### config.mk
export PLATFORM = sky130hd
export DESIGN_NAME = r2e_isqrt
export DESIGN_NICKNAME = d
export VERILOG_FILES = /design/src/hw/rtl/assert_macros.svh /design/src/hw/rtl/r2e_isqrt.sv
export SDC_FILE = /design/constraint.sdc
export NUM_CORES = 1
export LEC_CHECK = 0
export ABC_CLOCK_PERIOD_IN_PS = 7700
export BUFFER_PORTS_ARGS = -buffer_cell sky130_fd_sc_hd__buf_2
export CORE_ASPECT_RATIO = 0.5
export CORE_MARGIN = 10
export CORE_UTILIZATION = 35
export CTS_BUF_LIST = sky130_fd_sc_hd__clkbuf_4 sky130_fd_sc_hd__clkbuf_8 sky130_fd_sc_hd__clkbuf_16
export CTS_CLUSTER_SIZE = 28
export DETAILED_ROUTE_END_ITERATION = 8
export GPL_TIMING_DRIVEN = 0
export PLACE_DENSITY = 0.6
export SYNTH_ARGS = -nofsm -noshare
export SYNTH_HDL_FRONTEND = slang
export SYNTH_SLANG_ARGS = --single-unit
### constraint.sdc
create_clock -name clk -period 7.7 [get_ports clk]
set_input_delay 0.77 -clock clk [delete_from_list [all_inputs] [get_ports clk]]
set_output_delay 0.77 -clock clk [all_outputs]
set_load 0.03 [all_outputs]
### src/hw/rtl/assert_macros.svh
// Assertion macros shared by the RTL.
// Needs clk and rst in the scope where a macro is used.
`ifndef ASSERT_MACROS_SVH
`define ASSERT_MACROS_SVH
// same-cycle implication
`define R2E_ASSERT_IMP(name, ante, cons) \
  name: assert property (@(posedge clk) disable iff (rst) (ante) |-> (cons)) \
    else $error("r2e same-cycle check failed");
// next-cycle implication
`define R2E_ASSERT_NXT(name, ante, cons) \
  name: assert property (@(posedge clk) disable iff (rst) (ante) |=> (cons)) \
    else $error("r2e next-cycle check failed");
`endif

### src/hw/rtl/r2e_isqrt.sv
// Pipelined floor square root of one - key*key, one root bit per stage.
// Uses nothing from the package.
module r2e_isqrt #(
  parameter int EFB = 14
) (
  input  logic                clk,
  input  logic                en,
  input  logic signed [16:0]  key,
  output logic [EFB:0]        root
);
  localparam int R  = EFB + 1;
  localparam int SW = 2 * R;
  localparam int PW = (SW > 34) ? SW : 34;

  logic signed [33:0] key_e;
  logic signed [33:0] kk_c;
  logic [33:0]        kk;
  logic [PW-1:0]      diff;

  logic [SW-1:0] rem [R+1];
  logic [R-1:0]  q   [R+1];

  assign key_e = 34'(key);
  assign kk_c  = key_e * key_e;

  always_ff @(posedge clk) begin
    if (en) begin
      kk <= kk_c;
    end
  end

  assign diff   = (PW'(1) << (2 * EFB)) - PW'(kk);
  assign rem[0] = diff[SW-1:0];
  assign q[0]   = '0;

  for (genvar i = 0; i < R; i++) begin : g_step
    localparam int B = R - 1 - i;
    logic [SW-1:0] trial;
    assign trial = (SW'(q[i]) << (B + 1)) + (SW'(1) << (2 * B));
    always_ff @(posedge clk) begin
      if (en) begin
        if (rem[i] >= trial) begin
          rem[i+1] <= rem[i] - trial;
          q[i+1]   <= q[i] | (R'(1) << B);
        end else begin
          rem[i+1] <= rem[i];
          q[i+1]   <= q[i];
        end
      end
    end
  end

  assign root = q[R];
endmodule

==> results.toml, run 1 <==
[worst_hold_path]
min_path_cells = 0
hp-class = "reg2reg"
min_to = "rem[366]"
hp-start = "rem[396]"

[clocking]
cts.path.max_buffers = 3
numCtsBuffers = 51
cts_resized = 0
cts_hold_buf = 0
htreeDepth = 2
cts_setup_buffers = 0
cts_tree = "yes"
path_clk_slew_ns = 0.06
clockRootBuffer = "clkbuf_16"
clock_latency_ns = 0.59
clock-sinks = 555

[global_routing]
grt_pass1_wl_um = 106600
grt_use_total = 0.1108
met1_usage = 0.1338
grt_pass1_vias = 21962
grt_max_degree = 139
use_met2 = 0.2014
grt_most_used_layer = "met2"
grtUsageMet3 = 0.01597
grt-ovfl-total = 0
antenna_found_initial = 0

[run]
max-cap-violations = 0

[routing]
vias = 20611
routed_wl_um = 63200
drtIter0Drc = 922
antenna_left = 0
drc_errors = 0
vias_per_cell = 4.642
routedWlPerCell_um = 14.23
drt-pass1-iter-count = 5

[pwr]
total_leakage_power_nw = 15.87
p_per_area_mw_per_mm2 = 399.5
vdd_ir_drop_max_uv = 282.2

[timing]
hold_ws_ns = 0.4449
hold_viol = 0
clock_skew_ns = 0.01871
rsz0062_at_grt = "false"
finalSetupViolCount = 0
period_minus_slack_ns = 7.239
slew-limit-headroom = 0.2743
setup_ws_ns = 0.4611
worst_slew_pin_slew_ns = 1.079
fin_crit_sh = 0.9401
fmax_mhz = 138.1
maxSlewViolCount = 0

[synthesis]
async_flop_share = 0
synth.avg_cell_area_um2 = 11.73
yosys_most_used_dff = "edfxtp_1"
ys_ff_latch = 555
ys.warnings.count = 0
netlist_instances = 2981
syn_area_mm2 = 0.03497
synth_edf_count = 555
synth_cell_type_count = 66
synth_nets = 3456
seq_area_frac_synth = 0.4766

[critical_path]
critPathMaxFanout = 10
cp.required_ns = 8.04
start_kind = "input port"
r2r_cells = 13
cp-end-kind = "flop"
arrival_ns = 7.57
r2r-start = "kk[0]"
reg2reg_to = "rem[449]"
critPathKind = "in2reg"
r2r_setup_slack_ns = 3.28

[placed_design]
gp_congestion = 0.8915
place_ws_ns = -0.1887
hpwl_um = 48980
portBuffers = 32
placed_cell_area_mm2 = 0.03691
place_inst = 4345

[floorplan]
ios = 34
die_h_um = 243.5
die_w_um = 467.0
core-area_mm2 = 0.09841
die-area_mm2 = 0.1137
start_util = 0.3553
rows = 81

[cells_and_area]
final_cell_mix = "edfxtp_1, inv_1, fa_1, ha_1, nand2_1"
design_area_mm2 = 0.03860
drive_gt1_frac = 0.05109
final_cells = 4440
nets = 3546
antenna_cells = 0
syn2layout_area_growth_pct = 10.41
final_common_cell = "edfxtp_1"

[outcome]
status = "completed"
## cell families after synthesis
logic type      Yosys count  share of synthesized area
xor+xnor                232                    0.05811
compound gates          414                    0.07532
buf+inv                 551                    0.05915
mux                      19                   0.005904
simple gates            754                     0.1100
fa+ha+maj               456                     0.2149
flops                   555                     0.4766
## worst max-delay path, cell delays in order
cell      delay, ns
buf_2          0.09
clkbuf_1       0.46
clkbuf_1       0.56
nand2_1        0.23
fa_1           0.62
fa_1           0.45
fa_1           0.52
inv_1          0.05
fa_1           0.47
inv_1          0.05
fa_1           0.53
inv_1          0.05
fa_1           0.47
ha_1           0.36
a21oi_1        0.13
nor4b_1        0.33
o21ai_0        0.29
a311oi_1       0.43
o21ai_0        0.15
a21oi_1        0.26
o21ai_0        0.15
xnor2_1        0.14
## final cells by class
| cell class | count | area, um^2 |
|---|---|---|
| Fill cell | 9323 | 59800 |
| Clock buffer | 56 | 1314 |
| Inverter | 510 | 1914 |
| Tap cell | 1328 | 1662 |
| Sequential cell | 555 | 16670 |
| Buffer | 41 | 153.9 |
| Clock inverter | 38 | 370.4 |
| Multi-Input combinational cell | 1875 | 16230 |
| Timing Repair Buffer | 37 | 292.8 |
## routing by layer
layer  vias to the layer above  wire [um]  part of all wire
li1                      10381          -                 -
met5                         -          0                 0
met3                       126       1902             0.030
met1                      9816      28290              0.45
met2                       288      31030              0.49
met4                         0       1972             0.031
## through the flow
step,setup TNS (ns),util,power (W)
floorplan,0,-,0.01129
CTS,0,0.3922,0.01557
global route,0,0.3923,0.01692
global placement,-1053.55,0.3738,0.01284
detailed placement,-0.4725,0.3750,0.01294
finish,0,0.3923,0.01542
## worst max-delay path by stage
stage | start | endpoint | slack (ns) | cells past startpoint
after global routing | key[12] | kk[29] | 0.13 | 22
after floorplan | key[5] | kk[28] | 1.01 | 24
after CTS | key[5] | kk[28] | 0.48 | 20
after global placement | en | kk[29] | -2.03 | 1
final | key[12] | kk[29] | 0.46 | 22
after detailed placement | key[5] | kk[28] | -0.19 | 21
## cell usage after synthesis, types with 4 or more instances
cell type	instances	area share
edfxtp_1	555	0.48
inv_1	509	0.055
fa_1	241	0.14
ha_1	215	0.077
nand2_1	211	0.023
nor2_1	148	0.016
xnor2_1	145	0.036
o21ai_0	108	0.015
a21oi_1	107	0.015
xor2_1	87	0.022
and2_1	74	0.013
nor4_1	64	0.011
nor3_1	54	0.0077
a21o_1	47	0.010
clkbuf_1	41	0.0044
o21a_1	38	0.0082
nand3_1	29	0.0042
nor2b_1	29	0.0052
nand2b_1	27	0.0048
nand4_1	19	0.0034
or3_1	19	0.0034
o31ai_1	18	0.0039
or2_2	14	0.0025
a211oi_1	13	0.0028
mux2_2	13	0.0042
o21bai_1	12	0.0026
a21boi_0	10	0.0021
nor4b_1	10	0.0025
or4_1	10	0.0021
nand3b_1	9	0.0019
nand4b_1	8	0.0020
a31oi_1	7	0.0013
and3_1	7	0.0013
nor3b_1	7	0.0015
a2111oi_0	6	0.0015
mux2i_1	6	0.0017
a211o_1	5	0.0013
a311oi_1	5	0.0013
a31o_2	5	0.0013
o2111ai_1	5	0.0013
o211ai_1	4	0.00086
## flip-flops by register name, summed over array words and instances (netlist names)
signal  count
rem       406
q         105
kk         29
root       15
## report_power, final
part           leakage (nW)  total (W)  switching [W]  internal, W
clock network         0.837    0.00257        0.00110      0.00147
logic                  9.73    0.00798        0.00439      0.00359
registers              5.31    0.00488       0.000385      0.00449
No activity file was read; power rests on OpenSTA's default activity.
==> run 2: changes to the inputs <==
--- a/config.mk
+++ b/config.mk
@@ -5,7 +5,7 @@
 export SDC_FILE = /design/constraint.sdc
 export NUM_CORES = 1
 export LEC_CHECK = 0
-export ABC_CLOCK_PERIOD_IN_PS = 7700
+export ABC_CLOCK_PERIOD_IN_PS = 7000
 export BUFFER_PORTS_ARGS = -buffer_cell sky130_fd_sc_hd__buf_2
 export CORE_ASPECT_RATIO = 0.5
 export CORE_MARGIN = 10
==> constraint.sdc (replaced) <==
create_clock -name clk -period 7 [get_ports clk]
set_input_delay 0.7 -clock clk [delete_from_list [all_inputs] [get_ports clk]]
set_output_delay 0.7 -clock clk [all_outputs]
set_load 0.03 [all_outputs]
==> run 2 against run 1 <==
  * Total power is 10% higher
  * First-iteration DRC count is 4.8% lower
  * Hold slack worse by 0.00077 ns
  * Routed wire length down 0.75%
  * Clock power rose by 10%
  * Sequential power increased by 9.8%
  * Sequential cell count is the same
  * Clock skew hardly changed
  * Core utilization hardly changed
==> results.toml, run 2 (synthesis gave the netlist of run 1 again) <==
[cells_and_area]
final_cell_mix = "edfxtp_1, inv_1, fa_1, ha_1, nand2_1"
largestRegisters = "rem x406, q x105, kk x29"
largest_register = "rem"
largest_reg_flops = 406
nets = 3539
final_cells = 4433
syn2layout_area_growth_pct = 10.34
antenna_cells = 0
final_util = 0.3921
drive_gt1_frac = 0.05314
final_common_cell = "edfxtp_1"

[timing]
finalSetupViolCount = 0
clock_skew_ns = 0.01897
setup_ws_ns = 0.2867
period_minus_slack_ns = 6.713
fin_crit_sh = 0.9590
rsz0062_at_grt = "false"
worst_slew_pin_slew_ns = 1.079
slew-limit-headroom = 0.2746
maxSlewViolCount = 0
hold_viol = 0
fmax_mhz = 149.0

[run]
max-cap-violations = 0

[global_routing]
antenna_found_initial = 0
grt_pass1_wl_um = 106600
grt-ovfl-total = 0
use_met2 = 0.2015
met1_usage = 0.1337
grtUsageMet3 = 0.01614
grt_most_used_layer = "met2"
grt_pass1_vias = 21969
grt_use_total = 0.1108
grt_max_degree = 139

[clocking]
clockRootBuffer = "clkbuf_16"
numCtsBuffers = 51
cts_tree = "yes"
clock_latency_ns = 0.59
clock-sinks = 555
htreeDepth = 2
cts_hold_buf = 0
cts.path.max_buffers = 3
path_clk_slew_ns = 0.06

[critical_path]
critPathMaxFanout = 10
r2r_setup_slack_ns = 2.59
slowest_stage = "fa_1"
critPathKind = "in2reg"
cp-end-kind = "flop"
cp_cell_sequence = "buf_2 > clkbuf_1 > nand2_1 > fa_1 > inv_1 > fa_1 > inv_1 > fa_1 > inv_1 > fa_1 > fa_1 > inv_1 > fa_1 > inv_1 > ha_1 > a21o_1 > a21o_1 > a21oi_1 > nor2_1 > a211oi_1 > o31ai_1 > a41oi_1 > a31oi_1 > xor2_1"
arrival_ns = 7.05
start_kind = "input port"
path_common_cell = "fa_1"
cp.required_ns = 7.34
crit_family = "adder cells"
max_stage_delay_ns = 0.58
cp_num_buf_inv = 7

[pwr]
vdd_ir_drop_max_uv = 311.7
switching_share = 0.3811
switchingPower_w = 0.006465
clockPowerShare = 0.167
total_leakage_power_nw = 15.87
pwr-share-comb = 0.517
cellInternalPower_w = 0.01050
p_per_area_mw_per_mm2 = 439.7
sequentialPowerShare = 0.316

[routing]
routedWlPerCell_um = 14.15
routed_wl_um = 62730
drtIter0Drc = 878
vias = 20589
drc_errors = 0
vias_per_cell = 4.644
drt-pass1-iter-count = 5
antenna_left = 0

[outcome]
status = "completed"

[floorplan]
start_util = 0.3553
ios = 34
die-area_mm2 = 0.1137
core-area_mm2 = 0.09841
rows = 81
die_h_um = 243.5
die_w_um = 467.0

[placed_design]
hpwl_um = 48980
portBuffers = 32
place_ws_ns = -0.8187
place_inst = 4345
gp_congestion = 0.8915

[worst_hold_path]
hp-class = "reg2reg"
## run 2: cell types whose count changed in the layout (fill, tap and decap cells not counted), sizes merged
cell	previous run	this run
clkbuf	97	91
dlymetal6s2s	1	0
## run 2: timing repair
| action | 4_1_cts | 5_1_grt |
|---|---|---|
| setup buffers | 0 | 0 |
| resized for setup | 3 | 8 |
| endpoints found under the setup margin | 4 | 7 |
| cloned | 0 | 0 |
## run 2: cell type report
class / instances / area, um^2
buffer: 35 / 137.6
clock inverter: 38 / 370.4
multi-input combinational: 1875 / 16240
sequential: 555 / 16670
clock buffer: 56 / 1314
timing repair buffer: 36 / 280.3
tap: 1328 / 1662
fill: 9321 / 59830
inverter: 510 / 1914
## run 2: worst register-to-register path, cell delays in order, from the launching register on
cell and delay, ns:
edfxtp_1 0.45, nor4_1 0.67, nand2_1 0.27, nor3_2 0.28
nand2_1 0.19, or4_1 0.55, and2_1 0.21, xnor2_1 0.25
ha_1 0.30, nand4_1 0.14, nor4_1 0.19, nand3_1 0.20
o41ai_4 0.35, mux2i_1 0.12
## run 2: through the flow
| step | total power [W] | cell area, um^2 | hold slack, ns | TNS (ns) |
|---|---|---|---|---|
| floorplan | 0.01242 | 34970 | 0.4166 | 0 |
| global placement | 0.01413 | 36790 | 0.4253 | -1409.76 |
| detailed placement | 0.01423 | 36910 | 0.4334 | -7.210 |
| CTS | 0.01714 | 38600 | 0.4452 | 0 |
| global route | 0.01861 | 38580 | 0.4515 | 0 |
| finish | 0.01696 | 38580 | 0.4442 | 0 |
## run 2: final timing paths
kind	start	endpoint	depth (start not counted)
worst min register to register	rem[396]	rem[366]	0
worst min-delay path	rem[396]	rem[366]	0
worst max register to register	kk[0]	rem[449]	13
worst max-delay path	key[8]	kk[28]	24
## run 2: power by group through the flow
stage,sequential [W],combinational [W],clock (W)
final,0.00536,0.00877,0.00283
after detailed placement,0.00543,0.00880,0
after global routing,0.00544,0.0101,0.00306
after floorplan,0.00530,0.00712,0
after CTS,0.00536,0.00886,0.00291
after global placement,0.00547,0.00866,0
## run 2: routing by layer
layer,vias up,wire length (um)
met2,280,30770
li1,10369,-
met5,-,0
met4,0,1886
met1,9820,28200
met3,120,1870
==> run 3: changes to the inputs <==
--- a/config.mk
+++ b/config.mk
@@ -5,16 +5,16 @@
 export SDC_FILE = /design/constraint.sdc
 export NUM_CORES = 1
 export LEC_CHECK = 0
-export ABC_CLOCK_PERIOD_IN_PS = 7000
+export ABC_CLOCK_PERIOD_IN_PS = 7730
 export BUFFER_PORTS_ARGS = -buffer_cell sky130_fd_sc_hd__buf_2
 export CORE_ASPECT_RATIO = 0.5
 export CORE_MARGIN = 10
-export CORE_UTILIZATION = 35
+export CORE_UTILIZATION = 70
 export CTS_BUF_LIST = sky130_fd_sc_hd__clkbuf_4 sky130_fd_sc_hd__clkbuf_8 sky130_fd_sc_hd__clkbuf_16
 export CTS_CLUSTER_SIZE = 28
 export DETAILED_ROUTE_END_ITERATION = 8
 export GPL_TIMING_DRIVEN = 0
-export PLACE_DENSITY = 0.6
+export PLACE_DENSITY = 0.95
 export SYNTH_ARGS = -nofsm -noshare
 export SYNTH_HDL_FRONTEND = slang
 export SYNTH_SLANG_ARGS = --single-unit
==> constraint.sdc (replaced) <==
create_clock -name clk -period 7.73 [get_ports clk]
set_input_delay 0.773 -clock clk [delete_from_list [all_inputs] [get_ports clk]]
set_output_delay 0.773 -clock clk [all_outputs]
set_load 0.03 [all_outputs]
==> run 3 against run 2 <==
  * Combinational power down 4.9%
  * Clock-buffer cell count down 2
  * First-iteration DRC count up 90%
  * Cell count down 15%
  * Critical path depth up 1
  * Core utilization up 38 points
  * Routed wire length up 9.7%
  * Sequential cell count unchanged
  * Hold slack worse by 0.0049 ns
  * Clock power down 6%
  * Clock skew down 0.0054 ns
  * Final area down 1.9%
  * Critical endpoint unchanged
  * Highest routed layer unchanged
==> results.toml, run 3 (synthesis gave the netlist of run 1 again) <==
[outcome]
status = "completed"

[pwr]
sequentialPowerShare = 0.307
p_per_area_mw_per_mm2 = 420.1
total_leakage_power_nw = 15.90
vdd_ir_drop_max_uv = 419.9
cellInternalPower_w = 0.009684
switching_share = 0.3907
switchingPower_w = 0.006210
pwr-share-comb = 0.525
clockPowerShare = 0.168

[worst_hold_path]
hp-start = "rem[153]"
hp-class = "reg2reg"
min_path_cells = 0
min_to = "rem[123]"

[global_routing]
grt_pass1_wl_um = 112600
grt_max_degree = 148
grt-ovfl-total = 0
antenna_found_initial = 0
grt_pass1_vias = 23744
grt_use_total = 0.2318

[cells_and_area]
multiInputGateArea_mm2 = 0.01623
nets = 3543
largest_register = "rem"
antenna_cells = 0
nFillCells = 2804
design_area_mm2 = 0.03784
drive_gt1_frac = 0.05114
largestRegisters = "rem x406, q x105, kk x29"
largest_reg_flops = 406
final_common_cell = "edfxtp_1"
final_cell_mix = "edfxtp_1, inv_1, fa_1, ha_1, nand2_1"
syn2layout_area_growth_pct = 8.205
seq_area_mm2 = 0.01667

[clocking]
clockRootBuffer = "clkbuf_16"
cts.path.max_buffers = 3
numCtsBuffers = 49
clock_latency_ns = 0.58
cts_setup_buffers = 0
path_clk_slew_ns = 0.06
htreeDepth = 2
clock-sinks = 555
cts_resized = 0
cts_tree = "yes"
cts_hold_buf = 0

[critical_path]
reg2reg_to = "rem[449]"
arrival_ns = 7.75
start_kind = "input port"
cp.required_ns = 8.05
r2r_cells = 13
path_common_cell = "fa_1"
critPathKind = "in2reg"
slowest_stage = "fa_1"
r2r_setup_slack_ns = 3.17
r2r-start = "kk[0]"
critPathMaxFanout = 10
max_stage_delay_ns = 0.64
cp-end-kind = "flop"

[timing]
worst_slew_pin_slew_ns = 1.069
hold_ws_ns = 0.4393
hold_viol = 0
fin_setup_tns_ns = 0
fmax_mhz = 134.6
rsz0062_at_grt = "false"
finalSetupViolCount = 0
maxSlewViolCount = 0
fin_crit_sh = 0.9614
period_minus_slack_ns = 7.431
clock_skew_ns = 0.01353
slew-limit-headroom = 0.2815
setup_ws_ns = 0.2986

[placed_design]
place_ws_ns = -0.2124
gp_congestion = 0.9548
portBuffers = 32
hpwl_um = 51280
placed_cell_area_mm2 = 0.03606

[floorplan]
start_util = 0.7147
die_h_um = 178.0
rows = 57
die-area_mm2 = 0.05983
die_w_um = 336.1
core-area_mm2 = 0.04892
ios = 34

[run]
max-cap-violations = 0

[routing]
vias_per_cell = 5.907
vias = 22198
drtIter0Drc = 1666
antenna_left = 0
drt-pass1-iter-count = 6
routed_wl_um = 68790
routedWlPerCell_um = 18.30
drc_errors = 0
run 3: worst max-delay path, delay by kind of cell:
| family | cells | cell delay, ns |
|---|---|---|
| AO/OA/AOI/OAI | 7 | 1.59 |
| buffers and inverters | 8 | 1.43 |
| AND/OR/NAND/NOR | 2 | 0.24 |
| adder cells (fa/ha/maj) | 7 | 3.57 |
| XOR/XNOR | 1 | 0.16 |
run 3: stage by stage:
stage	power, W	cells	utilization
after floorplan	0.01125	2981	-
after global placement	0.01253	3662	0.7346
after detailed placement	0.01312	3666	0.7370
after CTS	0.01584	3758	0.7733
after global routing	0.01715	3758	0.7733
final	0.01589	3758	0.7733
run 3: power by group through the flow:
stage | clock, W | combinational (W) | sequential [W]
2_1_floorplan | 0 | 0.00645 | 0.00480
3_3_place_gp | 0 | 0.00761 | 0.00492
3_5_place_dp | 0 | 0.00819 | 0.00493
4_1_cts | 0.00269 | 0.00827 | 0.00487
5_1_grt | 0.00281 | 0.00940 | 0.00494
6_report | 0.00267 | 0.00834 | 0.00488
run 3: how the worst max path moves through the flow:
stage,from,endpoint
floorplan,key[5],kk[28]
global placement,en,kk[29]
detailed placement,key[5],kk[28]
CTS,key[5],kk[28]
global route,key[5],kk[28]
finish,key[5],kk[28]
run 3: per-layer routing:
layer | up-vias | wire, um | track usage
met5 | - | 0 | 0
met1 | 10839 | 25350 | 0.2454
li1 | 10389 | - | -
met3 | 224 | 3123 | 0.02697
met4 | 0 | 3869 | 0.1332
met2 | 746 | 36440 | 0.4457
run 3: area by class of cell:
cell class | instances | share of cell area
inverters | 510 | 0.05060
clock buffers | 54 | 0.03340
flip-flops and latches | 555 | 0.4405
well taps | 649 | 0.02146
repair buffers | 36 | 0.007408
clock inverters | 38 | 0.01353
multi-input cells | 1875 | 0.4290
plain buffers | 41 | 0.004068
